===== src/rtl/ibsp_pkg.sv =====
// Shared constants, codes and types of the icon record best-size picker.
`default_nettype none
package ibsp_pkg;

    localparam int unsigned MAX_LIST_WORDS = 1048576;
    // Word position counts up to and including the list limit.
    localparam int unsigned POS_W          = $clog2(MAX_LIST_WORDS) + 1;
    localparam int unsigned WORD_W         = 32;
    localparam int unsigned CFG_W          = 16;
    localparam int unsigned DIST_W         = 64;
    localparam int unsigned QUEUE_DEPTH    = 4;
    localparam int unsigned QPTR_W         = $clog2(QUEUE_DEPTH);
    localparam int unsigned PADDR_W        = 4;
    localparam int unsigned PDATA_W        = 32;
    localparam int unsigned S_TDATA_W      = WORD_W;
    localparam int unsigned RESULT_BITS    = POS_W + 2 * WORD_W;
    localparam int unsigned M_TDATA_W      = ((RESULT_BITS + 7) / 8) * 8;
    localparam int unsigned M_TUSER_W      = 2;

    typedef enum logic [1:0] {
        REG_WANTED_WIDTH  = 2'd0,
        REG_WANTED_HEIGHT = 2'd1,
        REG_MAX_WIDTH     = 2'd2,
        REG_MAX_HEIGHT    = 2'd3
    } reg_idx_t;

    typedef enum logic [1:0] {
        STATUS_OK       = 2'd0,
        STATUS_NONE     = 2'd1,
        STATUS_TOO_BIG  = 2'd2,
        STATUS_TOO_LONG = 2'd3
    } status_t;

    typedef struct packed {
        logic [CFG_W-1:0] wanted_width;
        logic [CFG_W-1:0] wanted_height;
        logic [CFG_W-1:0] max_width;
        logic [CFG_W-1:0] max_height;
    } cfg_t;

    // One queue entry: a finished record offered as a candidate, a report
    // request at the end of the list, or both (the offer goes first).
    typedef struct packed {
        logic              offer;
        logic              report;
        logic              too_long;
        logic [WORD_W-1:0] width;
        logic [WORD_W-1:0] height;
        logic [POS_W-1:0]  start;
    } cand_t;

endpackage
`default_nettype wire


===== src/rtl/ibsp_front.sv =====
// Front part: accepts list words, parses records and emits candidates and reports.
`default_nettype none
module ibsp_front import ibsp_pkg::*; (
    input  wire logic                 aclk,
    input  wire logic                 aresetn,
    input  wire logic                 s_tvalid,
    output logic                      s_tready,
    input  wire logic [S_TDATA_W-1:0] s_tdata,  // word[31:0]
    input  wire logic                 s_tlast,
    input  wire logic                 q_full,
    output logic                      q_push,
    output cand_t                     q_data
);

    typedef enum logic [3:0] {
        PH_WIDTH  = 4'b0001,
        PH_HEIGHT = 4'b0010,
        PH_PIXELS = 4'b0100,
        PH_DONE   = 4'b1000
    } phase_t;

    phase_t             phase_reg, phase_next;
    logic [POS_W-1:0]   pos_reg, pos_next;
    logic               too_long_reg, too_long_next;
    logic [WORD_W-1:0]  rw_reg, rw_next;
    logic [WORD_W-1:0]  rh_reg, rh_next;
    logic [POS_W-1:0]   rs_reg, rs_next;
    logic [DIST_W-1:0]  pl_reg, pl_next;
    logic [DIST_W-1:0]  area;
    logic               acc;
    logic               at_limit;
    logic               offer;

    assign s_tready = !q_full;
    assign acc      = s_tvalid && !q_full;
    assign at_limit = (pos_reg >= POS_W'(MAX_LIST_WORDS));
    assign area     = DIST_W'(rw_reg) * DIST_W'(s_tdata);

    always_comb begin
        phase_next    = phase_reg;
        pos_next      = pos_reg;
        too_long_next = too_long_reg;
        rw_next       = rw_reg;
        rh_next       = rh_reg;
        rs_next       = rs_reg;
        pl_next       = pl_reg;
        offer         = 1'b0;
        q_data.width  = rw_reg;
        q_data.height = rh_reg;
        q_data.start  = rs_reg;
        if (phase_reg == PH_HEIGHT) begin
            q_data.height = s_tdata;
            q_data.start  = pos_reg + POS_W'(1);
        end
        if (acc) begin
            if (at_limit) begin
                too_long_next = 1'b1;
            end else begin
                pos_next = pos_reg + POS_W'(1);
                unique case (phase_reg)
                    PH_WIDTH: begin
                        rw_next    = s_tdata;
                        phase_next = PH_HEIGHT;
                    end
                    PH_HEIGHT: begin
                        rh_next = s_tdata;
                        rs_next = pos_reg + POS_W'(1);
                        pl_next = area;
                        // A header of zero area is complete at once and ends parsing.
                        if (rw_reg == '0 || s_tdata == '0) begin
                            offer      = 1'b1;
                            phase_next = PH_DONE;
                        end else begin
                            phase_next = PH_PIXELS;
                        end
                    end
                    PH_PIXELS: begin
                        pl_next = pl_reg - DIST_W'(1);
                        if (pl_reg == DIST_W'(1)) begin
                            offer      = 1'b1;
                            phase_next = PH_WIDTH;
                        end
                    end
                    PH_DONE: begin
                    end
                    default: begin
                    end
                endcase
            end
            if (s_tlast) begin
                pos_next      = '0;
                phase_next    = PH_WIDTH;
                too_long_next = 1'b0;
            end
        end
        q_data.offer    = offer;
        q_data.report   = s_tlast;
        q_data.too_long = too_long_reg || at_limit;
        q_push          = acc && (offer || s_tlast);
    end

    always_ff @(posedge aclk) begin
        if (!aresetn) begin
            phase_reg    <= PH_WIDTH;
            pos_reg      <= '0;
            too_long_reg <= 1'b0;
        end else begin
            phase_reg    <= phase_next;
            pos_reg      <= pos_next;
            too_long_reg <= too_long_next;
        end
    end

    always_ff @(posedge aclk) begin
        rw_reg <= rw_next;
        rh_reg <= rh_next;
        rs_reg <= rs_next;
        pl_reg <= pl_next;
    end

    // The end of a list always returns the parser to its starting point.
    a_last_restarts: assert property (@(posedge aclk) disable iff (!aresetn)
        acc && s_tlast |=> pos_reg == '0 && phase_reg == PH_WIDTH && !too_long_reg)
        else $error("parser not restarted after the last item");

endmodule
`default_nettype wire


===== config.mk =====
export PLATFORM = sky130hd
export DESIGN_NAME = ibsp_front
export DESIGN_NICKNAME = d
export VERILOG_FILES = /design/src/rtl/ibsp_pkg.sv /design/src/rtl/ibsp_front.sv
export SDC_FILE = /design/constraint.sdc
export NUM_CORES = 2
export LEC_CHECK = 0
export ABC_AREA = 1
export BUFFER_PORTS_ARGS = -buffer_cell sky130_fd_sc_hd__buf_2
export CORE_ASPECT_RATIO = 0.5
export CORE_MARGIN = 2
export CORE_UTILIZATION = 39
export DETAILED_ROUTE_END_ITERATION = 12
export PLACE_DENSITY = 0.56
export SYNTH_ARGS = -nofsm -noshare
export SYNTH_HDL_FRONTEND = slang
export SYNTH_SLANG_ARGS = --single-unit

===== constraint.sdc =====
create_clock -name aclk -period 15.8 [get_ports aclk]
set_clock_uncertainty 0.1 [all_clocks]
set_input_delay 3.16 -clock aclk [delete_from_list [all_inputs] [get_ports aclk]]
set_output_delay 3.16 -clock aclk [all_outputs]
set_load 0.1 [all_outputs]

==> reports/results.md <==
| Metric | This run | Unit |
|---|---|---|
| Detailed router's first-iteration violation count | 3466 | - |
| Routed wire length on met2 | 60480 | µm |
| Top layer used by detailed routing | met4 | - |
| Antenna diode instance count | 0 | - |
| Die height | 245.4 | µm |
| Maximum cell stage delay along the critical path | 730 | ps |
| Met3 Routed Length | 13400 | µm |
| Buffers from clock root to sink, at most | 2 | - |
| Insertion delay to the later sink of the worst-skew pair | 550 | ps |
| Count of unresolved DRC violations after routing | 0 | - |
| Post-synthesis area per instance | 7.401 | µm² |
| Resized cells post-CTS | 0 | - |
| Highest net fanout along the worst path | 36 | - |
| Reg-to-reg endpoint | pl_reg[55] | - |
| Crit path max-delay cell type | buf_2 | - |
| Setup repair after global routing missed its margin | false | - |
| Fmax | 0.09830 | GHz |
| Post-CTS setup buffer count | 0 | - |
| Cell Count Post-Placement | 7573 | - |
| Worst Path Class, Setup | input port to flop | - |
| Ys async rst share | 0 | - |
| Largest net degree at the start of global routing | 67 | - |
| Worst relative slew slack | 0.2573 | - |
| Count of fill cells added during filler insertion | 11890 | - |
| Layout overhead on the synthesized area | 5.764 | % |
| R2r worst-path depth | 25 | - |
| Vias in the first global route | 37170 | - |
| CP Capture Type | flop | - |
| Proportion of synthesized chip area in sequential cells | 0.1099 | - |
| Yosys Warn Count | 0 | - |
| Number of nets at the end of the flow | 7262 | - |
| Worst-case hold slack | 357.7 | ps |
| Number of antenna violations at the first check in global routing | 1 | - |
| Clock transition at the registers of the reported paths | 90 | ps |
| Detailed-route via count | 36680 | - |
| Boundary Pins | 127 | - |
| Detailed-route wire length on metal 1 | 67360 | µm |
| Average wire length per cell after detail routing | 18.83 | µm |
| Area enclosed by the die boundary | 119500 | µm² |
| Post-synthesis sequential element count | 175 | - |
| R2r startpoint | rw_reg[10] | - |
| Transition at the pin with the smallest max-transition slack | 1114 | ps |
| Min-delay src | too_long_reg | - |
| Global-route wire length before repair | 225500 | µm |
| Fraction of layout cells with a size suffix above 1 | 0.04675 | - |
| Overall global routing resource usage | 0.2491 | - |
| Number of unique standard cell types used by synthesis | 45 | - |
| Count of max-cap constraint violations | 0 | - |
| Number of standard cells in the final layout excluding fillers | 7605 | - |
| Worst hold path class | flop to flop | - |
| EDFF count, synth | 149 | - |
| First-pass iteration count of the detailed router | 6 | - |
| Number of hold-slack violations in the final timing report | 0 | - |
| Half-perimeter wire length after detailed placement | 108400 | µm |
| Total number of clock tree sinks | 175 | - |
| Setup violators final | 0 | - |
| Reg2reg setup slack | 7490 | ps |
| Critical Path AT | 10370 | ps |
| Main flop type after synthesis | edfxtp_1 | - |
| Total of hold buffers inserted after clock tree synthesis | 0 | - |
| End of the worst hold path | too_long_reg | - |
| Count of antenna-violating nets left after detailed routing | 0 | - |
| Util after Layout | 0.4166 | - |
| Category of the worst setup path launch point | input port | - |
| Top Family by Delay on Critical Path | adder cells | - |
| Die Span X | 486.8 | µm |
| Wirelength, routed | 143200 | µm |
| Outcome | finished clean | - |
| Period Utilization, post-route | 0.6439 | - |
| Clk root buf | clkbuf_16 | - |
| Critical path required time | 16000 | ps |
| Critical path buffers and inverters | 5 | - |
| Final setup TNS | 0 | ps |
| Flip-flop count of the largest register after layout | 64 | - |
| Total number of H-tree levels | 4 | - |
| Cell area after technology mapping | 45460 | µm² |
| Number of vias per cell | 4.823 | - |
| Core Box Area | 115400 | µm² |
| Cells on Worst Hold Path | 2 | - |
| Number of max-slew violations in the final report | 0 | - |
| Routability congestion estimate | 0.9520 | - |
| Overall overflow remaining after global route | 0 | - |
| Initial Utilization | 0.3939 | - |
| TritonCTS clock tree | yes | - |
| Buffers on Ports | 126 | - |
| Number of placement rows | 88 | - |
| Post-synthesis net count | 7342 | - |
| Number of buffers created by CTS | 17 | - |
| Final critical path time including I/O delays and setup | 10170 | ps |
| Crit-path most repeated cell | fa_1 | - |
| Synthesized netlist cell count | 6142 | - |
## cell usage in the layout (no fill, tap or decap), types with 63 or more instances in the layout
cell and instances:
ha_1 267, a21oi_1 93, buf_4 63, buf_2 126, nor2_1 261, edfxtp_1 149, fa_1 896, nand3_1 135
inv_1 1796, nand2_1 1953
## synth_stat cells, types with 3 or more instances
cell type,instances,share of area
nand2_1,1953,0.16
inv_1,1796,0.15
fa_1,896,0.39
clkbuf_1,281,0.023
ha_1,267,0.073
nor2_1,265,0.022
edfxtp_1,149,0.098
nand3_1,137,0.015
a21oi_1,94,0.010
o21ai_0,52,0.0057
xor2_1,32,0.0062
dfxtp_1,26,0.011
nor3_1,26,0.0029
nand4_1,24,0.0033
xnor2_1,20,0.0039
nor4_1,16,0.0022
o21bai_1,15,0.0025
or2_2,13,0.0018
nor2_2,10,0.0014
nand3b_1,8,0.0013
nand2_2,7,0.00096
nor3_2,6,0.0013
a31oi_1,5,0.00069
buf_2,5,0.00055
nor2_4,5,0.0012
inv_2,3,0.00025
nand2_4,3,0.00074
nor3b_1,3,0.00050
## layer usage
| metal | global-route usage | up-vias |
|---|---|---|
| met3 | 0.04804 | 135 |
| met5 | 0 | - |
| met4 | 0.04065 | 0 |
| li1 | - | 17130 |
| met2 | 0.3737 | 1401 |
| met1 | 0.3760 | 18020 |
## through the flow
step | setup WS [ps] | instance area, µm²
after floorplan | 4966 | 45460
final | 5627 | 48080
after global routing | 5188 | 48080
after CTS | 5731 | 48080
after global placement | 5148 | 47430
after detailed placement | 5185 | 47430
## logic make-up after synthesis
logic type | share of synthesized area
simple gates | 0.2180
compound gates | 0.02125
fa+ha+maj | 0.4681
flops | 0.1099
xor+xnor | 0.01002
buf+inv | 0.1728
## final cells by class
type / instances / area, µm² / area share
clock buffer: 17 / 425.4 / 0.008848
multi-input combinational: 3879 / 32660 / 0.6793
inverter: 1800 / 6759 / 0.1406
clock inverter: 15 / 222.7 / 0.004632
sequential: 175 / 4995 / 0.1039
timing repair buffer: 189 / 1104 / 0.02295
tap: 1530 / 1914 / 0.03982
## worst register-to-register path, delay by kind of cell, from the launching register on
| kind | cells | cell delay (ps) |
|---|---|---|
| buf+inv | 5 | 750 |
| fa+ha+maj | 9 | 4590 |
| flops | 1 | 1090 |
| simple gates | 11 | 1520 |
## worst max path at each step
| stage | endpoint | depth (start not counted) | start |
|---|---|---|---|
| after floorplan | q_push | 7 | q_full |
| after global placement | pl_reg[55] | 25 | s_tdata[8] |
| after detailed placement | pl_reg[62] | 27 | s_tdata[8] |
| after CTS | pl_reg[62] | 25 | s_tdata[18] |
| after global routing | pl_reg[62] | 25 | s_tdata[8] |
| final | pl_reg[55] | 25 | s_tdata[8] |
Power is left out: the tool's default activity adds up to more than one toggle a clock period on the data nets, which glitch-free logic cannot reach.
