File: src/rtl/ibsp_pkg.sv
// Shared constants, codes and types of the icon record best-size picker.
`default_nettype none
package ibsp_pkg;

    localparam int unsigned MAX_LIST_WORDS = 1048576;
    // Word position counts up to and including the list limit.
    localparam int unsigned POS_W          = $clog2(MAX_LIST_WORDS) + 1;
    localparam int unsigned WORD_W         = 32;
    localparam int unsigned CFG_W          = 16;
    localparam int unsigned DIST_W         = 64;
    localparam int unsigned QUEUE_DEPTH    = 4;
    localparam int unsigned QPTR_W         = $clog2(QUEUE_DEPTH);
    localparam int unsigned PADDR_W        = 4;
    localparam int unsigned PDATA_W        = 32;
    localparam int unsigned S_TDATA_W      = WORD_W;
    localparam int unsigned RESULT_BITS    = POS_W + 2 * WORD_W;
    localparam int unsigned M_TDATA_W      = ((RESULT_BITS + 7) / 8) * 8;
    localparam int unsigned M_TUSER_W      = 2;

    typedef enum logic [1:0] {
        REG_WANTED_WIDTH  = 2'd0,
        REG_WANTED_HEIGHT = 2'd1,
        REG_MAX_WIDTH     = 2'd2,
        REG_MAX_HEIGHT    = 2'd3
    } reg_idx_t;

    typedef enum logic [1:0] {
        STATUS_OK       = 2'd0,
        STATUS_NONE     = 2'd1,
        STATUS_TOO_BIG  = 2'd2,
        STATUS_TOO_LONG = 2'd3
    } status_t;

    typedef struct packed {
        logic [CFG_W-1:0] wanted_width;
        logic [CFG_W-1:0] wanted_height;
        logic [CFG_W-1:0] max_width;
        logic [CFG_W-1:0] max_height;
    } cfg_t;

    // One queue entry: a finished record offered as a candidate, a report
    // request at the end of the list, or both (the offer goes first).
    typedef struct packed {
        logic              offer;
        logic              report;
        logic              too_long;
        logic [WORD_W-1:0] width;
        logic [WORD_W-1:0] height;
        logic [POS_W-1:0]  start;
    } cand_t;

endpackage
`default_nettype wire

File: src/rtl/ibsp_queue.sv
// Short queue of candidate and report entries between the front and back parts.
`default_nettype none
module ibsp_queue import ibsp_pkg::*; (
    input  wire logic  aclk,
    input  wire logic  aresetn,
    input  wire logic  push,
    input  wire cand_t push_data,
    output logic       full,
    input  wire logic  pop,
    output cand_t      pop_data,
    output logic       empty
);

    cand_t             mem_reg [QUEUE_DEPTH];
    logic [QPTR_W-1:0] wr_ptr_reg;
    logic [QPTR_W-1:0] rd_ptr_reg;
    logic [QPTR_W:0]   count_reg;
    logic              do_push;
    logic              do_pop;

    assign full     = (count_reg == (QPTR_W + 1)'(QUEUE_DEPTH));
    assign empty    = (count_reg == '0);
    assign do_push  = push && !full;
    assign do_pop   = pop && !empty;
    assign pop_data = mem_reg[rd_ptr_reg];

    always_ff @(posedge aclk) begin
        if (!aresetn) begin
            wr_ptr_reg <= '0;
            rd_ptr_reg <= '0;
            count_reg  <= '0;
        end else begin
            if (do_push) begin
                wr_ptr_reg <= wr_ptr_reg + QPTR_W'(1);
            end
            if (do_pop) begin
                rd_ptr_reg <= rd_ptr_reg + QPTR_W'(1);
            end
            if (do_push && !do_pop) begin
                count_reg <= count_reg + (QPTR_W + 1)'(1);
            end else if (do_pop && !do_push) begin
                count_reg <= count_reg - (QPTR_W + 1)'(1);
            end
        end
    end

    always_ff @(posedge aclk) begin
        if (do_push) begin
            mem_reg[wr_ptr_reg] <= push_data;
        end
    end

endmodule
`default_nettype wire

File: config.mk
export PLATFORM = sky130hd
export DESIGN_NAME = ibsp_queue
export DESIGN_NICKNAME = d
export VERILOG_FILES = /design/src/rtl/ibsp_pkg.sv /design/src/rtl/ibsp_queue.sv
export SDC_FILE = /design/constraint.sdc
export NUM_CORES = 1
export LEC_CHECK = 0
export ABC_AREA = 1
export BUFFER_PORTS_ARGS = -buffer_cell sky130_fd_sc_hd__buf_2
export CORE_ASPECT_RATIO = 0.6
export CORE_MARGIN = 2
export CORE_UTILIZATION = 55
export DETAILED_ROUTE_END_ITERATION = 10
export PLACE_DENSITY = 0.84
export REMOVE_ABC_BUFFERS = 1
export SYNTH_ARGS = -nofsm -noshare
export SYNTH_HDL_FRONTEND = slang
export SYNTH_SLANG_ARGS = --single-unit
File: constraint.sdc
create_clock -name aclk -period 6.36 [get_ports aclk]
set_input_delay 0.636 -clock aclk [delete_from_list [all_inputs] [get_ports aclk]]
set_output_delay 0.636 -clock aclk [all_outputs]
set_load 0.1 [all_outputs]
==> results.md, run 1 <==
- Status: completed
- Min Clock Period, post-route: 4.279 ns
- Slew Limit Headroom: 0.1950
- First DRT Iteration DRCs: 737
- Mapped Avg Cell Area: 14.66 um^2
- # IOs: 182
- Final Hold Fails: 0
- First-pass DRT Iterations: 5
- RSZ-0062 raised after global routing: false
- Vias in the first global route: 7974
- Port bufs: 181
- Clock Latency Late Sink: 0.57 ns
- Row count: 44
- Routed via count: 8150
- DIE WIDTH: 206.2 um
- Max reg flops: 352
- Most frequent cells in the layout: 352 x edfxtp_1, 186 x nor2_1, 181 x buf_2
- WS Path Type: flip-flop to output port
- Required @ worst endpoint: 5.72 ns
- Residual DRC: 0
- Power per Cell Area: 534.4 nW/um^2
- Hold WC Path Type: input pin to flip-flop
- CP bufs+invs: 3
- Root Buffer: clkbuf_16
- Core Area: 24110 um^2
- Sequential fraction of the synthesis area: 0.7970
- Total of max-cap violations: 0
- Area of the multi-input gates: 2370 um^2
- # fillers: 1675
- Setup crit end kind: output port
- Cell leakage power: 5.519 nW
- Post-CTS resize count: 0
- Fin nets: 1188
- Worst hold start: push_data[9]
- Initial antenna violation count: 9
- WP depth: 5
- CTS max path bufs: 3
- Reg2reg start: count_reg[0]
- Tot Pwr: 8.396 mW
- Final Setup Violations: 0
- Share of layout cells above drive strength 1: 0.2233
- Clk_skew: 0.01383 ns
- Critical-path cell list: inv_4 -> buf_4 -> o21ai_1 -> o22ai_1 -> buf_2
- CP Launch Type: flip-flop
- CTS tree: yes
- Commonest non-fill, non-tap cell in the layout: edfxtp_1
- # clock sinks: 361
- Final GP Congestion: 0.7542
- Die Height: 125.3 um
- Hold path cells: 1
- Post-DP HPWL: 15.94 mm
- Setup TNS: 0 ns
- Mapped Area: 13490 um^2
- Routed wire length: 27.84 mm
- Finished Cell Area: 15710 um^2
- CP peak stage delay: 0.96 ns
- Num CTS Buffers: 31
- First-pass GRT wire length: 42.88 mm
- Flip-flop and latch area: 10760 um^2
- Post-DP Area: 14590 um^2
- Initial core utilization: 0.5594
- Post-route antenna net violation count: 0
- CTS hold repair buffers: 0
- Worst flop-to-flop path endpoint: mem_reg[0][4]
- DR WL/cell: 19.30 um
- Final period util: 0.6727
- Grt total ovfl: 0
- Area Overhead vs Synth: 16.48%
- CTS clk-pin slew, worst paths: 0.07 ns
- Worst hold slack: 0.2817 ns
- Worst Path Max Fanout: 119
- Slew Viols, Final: 0
- Worst endpoint data arrival time: 3.64 ns
- Crit-path slowest cell: inv_4
- Hold Path Sink: mem_reg[1][9]
- VDD IR max: 0.0005243 V
- Vias/cell: 5.652
- Synthesis warning total: 0
- Max Clk Rate: 233.7 MHz
- Die area: 25830 um^2
- Netlist cell types: 22
- Reg2Reg Depth: 6
- Cell family with most CP delay: buffers and inverters
- Largest net degree at the start of global routing: 120
- Actual slew at the worst max-slew pin: 1.207 ns
- Total GRT Usage: 0.2142
- #FFs+latches synth: 361
- Post-Syn Instances: 920
- Reg-to-reg slack, setup: 3.68 ns
- H-tree depth: 1
- Post-CTS setup buffers: 0
[Yosys cell counts (all sizes together)]
library cell | count | share of area
ha | 5 | 0.0046
nand3b | 1 | 0.00056
edfxtp | 352 | 0.78
buf | 25 | 0.015
nand3 | 4 | 0.0015
a21oi | 3 | 0.0011
clkbuf | 31 | 0.0096
xor2 | 1 | 0.00065
nand2 | 15 | 0.0042
dfxtp | 9 | 0.013
inv | 18 | 0.0052
fa | 1 | 0.0015
o22ai | 88 | 0.041
nor2 | 190 | 0.053
o21ai | 177 | 0.066
[metal layers]
metal / wire [um] / share of wire / track usage
met1: 12540 / 0.45 / 0.3084
met2: 12500 / 0.45 / 0.3271
met3: 2263 / 0.081 / 0.06387
met4: 483 / 0.017 / 0.04748
met5: 47 / 0.0017 / 0
[how the worst max path moves through the flow]
stage	startpoint	endpoint	slack (ns)
6_report	flip-flop	pop_data[61]	2.08
4_1_cts	flip-flop	pop_data[61]	2.02
3_3_place_gp	flip-flop	pop_data[38]	2.70
5_1_grt	flip-flop	pop_data[86]	1.77
3_5_place_dp	flip-flop	pop_data[73]	2.63
2_1_floorplan	flip-flop	pop_data[0]	0.53
[cell families (layout without fill, tap and decap cells)]
| logic type | count (synthesis) | count (layout) | share of synthesized area |
|---|---|---|---|
| buffers and inverters | 74 | 269 | 0.02950 |
| AOI/OAI and AO/OA | 268 | 268 | 0.1076 |
| DFF | 361 | 361 | 0.7970 |
| other | 0 | 5 | 0 |
| and+or+nand+nor | 210 | 210 | 0.05909 |
| xor gates and xnor gates | 1 | 1 | 0.0006495 |
| adders and majority gates | 6 | 6 | 0.006123 |
[cell type report]
type / instances / share of cell area
flip-flops and latches: 361 / 0.6846
multi-input cells: 485 / 0.1508
repair buffers: 193 / 0.06339
clock buffers: 35 / 0.05033
well taps: 322 / 0.02564
clock inverters: 23 / 0.01999
inverters: 18 / 0.004460
diodes: 5 / 0.0007964
[report_power, final]
part	internal, mW	total, mW	leakage (nW)	switching [mW]
Clock	1.22	2.03	0.541	0.813
Combinational	0.466	3.36	1.68	2.89
Sequential	2.89	3.01	3.30	0.114
Total	4.57	8.40	5.52	3.82
[stage by stage]
| stage | util | setup slack, ns | std cells |
|---|---|---|---|
| CTS | 0.6510 | 2.019 | 1437 |
| finish | 0.6516 | 2.081 | 1442 |
| global route | 0.6510 | 1.768 | 1437 |
| detailed placement | 0.6052 | 2.634 | 1379 |
| floorplan | - | 0.5256 | 864 |
| global placement | 0.6052 | 2.700 | 1379 |
(Power assumes the default switching activity.)
==> run 2, diff against run 1 <==
CORE_UTILIZATION = 51   (was 55)
PLACE_DENSITY = 0.82   (was 0.84)
clock period = 3.62 ns   (was 6.36 ns; I/O delays follow)
==> run 2 against run 1 <==
  * Clock power up 74%
  * Utilization down 4.5 points
  * Count of clock-buffer cells in the layout grew 10
  * Register-to-register slack lost 2.3 ns
  * Sequential cell count stayed put
  * Cell area rose by 1.1%
  * Clock skew down 0.0068 ns
  * Sequential share of layout area decreased by 0.73 points
  * Worst hold slack lost 0.22 ns
  * Non-clock buffer count up 2
  * Sequential power grew 74%
  * Combinational power is 80% higher
  * Largest cell class unchanged
==> results.md, run 2 (synthesized netlist as in run 1, its figures left out) <==
- Vias/cell: 5.546 (-1.9%)
- Slew Viols, Final: 0 (unchanged)
- First-pass DRT Iterations: 5 (unchanged)
- Initial core utilization: 0.5151 (-0.04431)
- Total GRT Usage: 0.2065 (-0.007658)
- Initial antenna violation count: 5 (-4)
- Post-DP Area: 14760 um^2 (+1.1%)
- Placed cell count: 1419 (+2.9%)
- Actual slew at the worst max-slew pin: 0.7497 ns (-0.4577 ns)
- Reg2Reg Depth: 9 (+3)
- Reg-to-reg slack, setup: 1.36 ns (-2.32 ns)
- Cell family with most CP delay: buffers and inverters
- Commonest non-fill, non-tap cell in the layout: edfxtp_1
- CTS hold repair buffers: 0 (unchanged)
- Final GP Congestion: 0.7658 (+1.5%)
- Min Clock Period, post-route: 3.136 ns
- # fillers: 1920 (+15%)
- Root Buffer: clkbuf_16
- First DRT Iteration DRCs: 854 (+16%)
- Critical-path cell list: inv_4 -> buf_12 -> nor2_1 -> o22ai_1 -> buf_2
- Slew Limit Headroom: 0.5002 (+0.3052)
- CP Launch Type: flip-flop
- Die area: 27810 um^2 (+7.6%)
- Most frequent cells in the layout: 352 x edfxtp_1, 186 x nor2_1, 181 x buf_2
- Area of the multi-input gates: 2370 um^2 (unchanged)
- Final Setup Violations: 0 (unchanged)
- Clk_skew: 0.007070 ns (-0.006764 ns)
- Vias in the first global route: 8195 (+2.8%)
- VDD IR max: 0.0008088 V (+54%)
- Required @ worst endpoint: 3.26 ns (-2.46 ns)
- Worst flop-to-flop path endpoint: count_reg[1]
- Num CTS Buffers: 34 (+9.7%)
- H-tree depth: 2 (+1)
- Cell leakage power: 5.558 nW (+0.71%)
- Routed via count: 8252 (+1.3%)
- Worst endpoint data arrival time: 2.77 ns (-0.87 ns)
- Hold Path Sink: mem_reg[0][3]
- Max reg flops: 352 (unchanged)
- Finished Cell Area: 15880 um^2 (+1.1%)
- Post-CTS resize count: 0 (unchanged)
- DIE WIDTH: 214.0 um (+3.8%)
- CP peak stage delay: 0.57 ns (-0.39 ns)
- Residual DRC: 0 (unchanged)
- Core Area: 26190 um^2 (+8.6%)
- Hold WC Path Type: input pin to flip-flop
- Hold path cells: 1 (unchanged)
- Non-filler cells, final: 1488 (+3.2%)
- Final Hold Fails: 0 (unchanged)
- # IOs: 182 (unchanged)
- WS Path Type: flip-flop to output port
- Area Overhead vs Synth: 17.74%
- Crit-path slowest cell: inv_4
- Row count: 46 (+4.5%)
- Final period util: 0.8662
- Reg2reg start: count_reg[1]
- First-pass GRT wire length: 44.46 mm (+3.7%)
- Status: completed
- CP bufs+invs: 3 (unchanged)
- Fin nets: 1193 (+0.42%)
- Worst hold start: push_data[3]
- Max Clk Rate: 318.9 MHz
- Worst Path Max Fanout: 59 (-50%)
- CTS max path bufs: 3 (unchanged)
- Post-route antenna net violation count: 0 (unchanged)
- Clock Latency Late Sink: 0.51 ns (-0.06 ns)
- Total of max-cap violations: 0 (unchanged)
- Power per Cell Area: 933.4 nW/um^2 (+75%)
- Share of layout cells above drive strength 1: 0.2214 (-0.001890)
- Flip-flop and latch area: 10760 um^2 (unchanged)
- Largest net degree at the start of global routing: 89 (-26%)
- # clock sinks: 361 (unchanged)
- Post-CTS setup buffers: 0 (unchanged)
- Routed wire length: 29.06 mm (+4.4%)
- Setup crit end kind: output port
- Post-DP HPWL: 16.33 mm (+2.4%)
- DR WL/cell: 19.53 um (+1.2%)
- Grt total ovfl: 0 (unchanged)
- RSZ-0062 raised after global routing: false
- Port bufs: 181 (unchanged)
- CTS tree: yes
- Die Height: 130.0 um (+3.7%)
- CTS clk-pin slew, worst paths: 0.06 ns (about the same)
## run 2: cell types whose count changed in the layout (fill, tap and decap cells not counted), sizes merged
cell | before | now
clkinv | 13 | 12
buf | 193 | 195
clkbuf | 35 | 45
diode | 5 | 8
inv | 19 | 18
bufinv | 8 | 3
## run 2: worst max-delay path by stage
stage               cells past startpoint            to
floorplan                               3   pop_data[0]
global placement                        5  pop_data[44]
detailed placement                      5  pop_data[44]
CTS                                     5  pop_data[44]
global route                            5  pop_data[44]
finish                                  5  pop_data[44]
## run 2: power breakdown
part	switching (mW)	internal (mW)
Clock	1.46	2.07
Combinational	5.18	0.877
Sequential	0.156	5.08
## run 2: worst register-to-register path, cell delays in order, from the launching register on
cell,delay (ns)
dfxtp_1,0.34
nor2_1,0.17
nand2_1,0.14
nand2_1,0.34
inv_1,0.15
ha_1,0.25
inv_1,0.09
fa_1,0.41
o21ai_0,0.20
nor2_1,0.06
## run 2: metal layers
metal	vias up	track usage	routed length (um)
met5	-	0	7
met4	2	0.05594	440
met3	43	0.05688	2434
met2	264	0.3184	13190
met1	4121	0.2939	12990
li1	3822	-	-
## run 2: layout make-up
cell class              instances  area share
inverters                      18    0.004412
clock buffers                  45     0.06020
diodes                          8    0.001261
multi-input cells             485      0.1492
repair buffers                195     0.06997
flip-flops and latches        361      0.6773
clock inverters                16    0.009297
well taps                     360     0.02836
## run 2: metrics by stage
step / utilization / power [mW] / hold slack [ns] / TNS (ns) / setup slack (ns)
CTS: 0.6056 / 14.90 / 0.03629 / 0 / 0.4877
finish: 0.6064 / 14.82 / 0.06437 / 0 / 0.4844
detailed placement: 0.5635 / 11.39 / 0.5019 / 0 / 1.044
global route: 0.6056 / 15.34 / 0.03797 / 0 / 0.3604
global placement: 0.5635 / 11.30 / 0.4870 / 0 / 1.102
floorplan: - / 10.21 / 0.4609 / -604.21 / -1.940
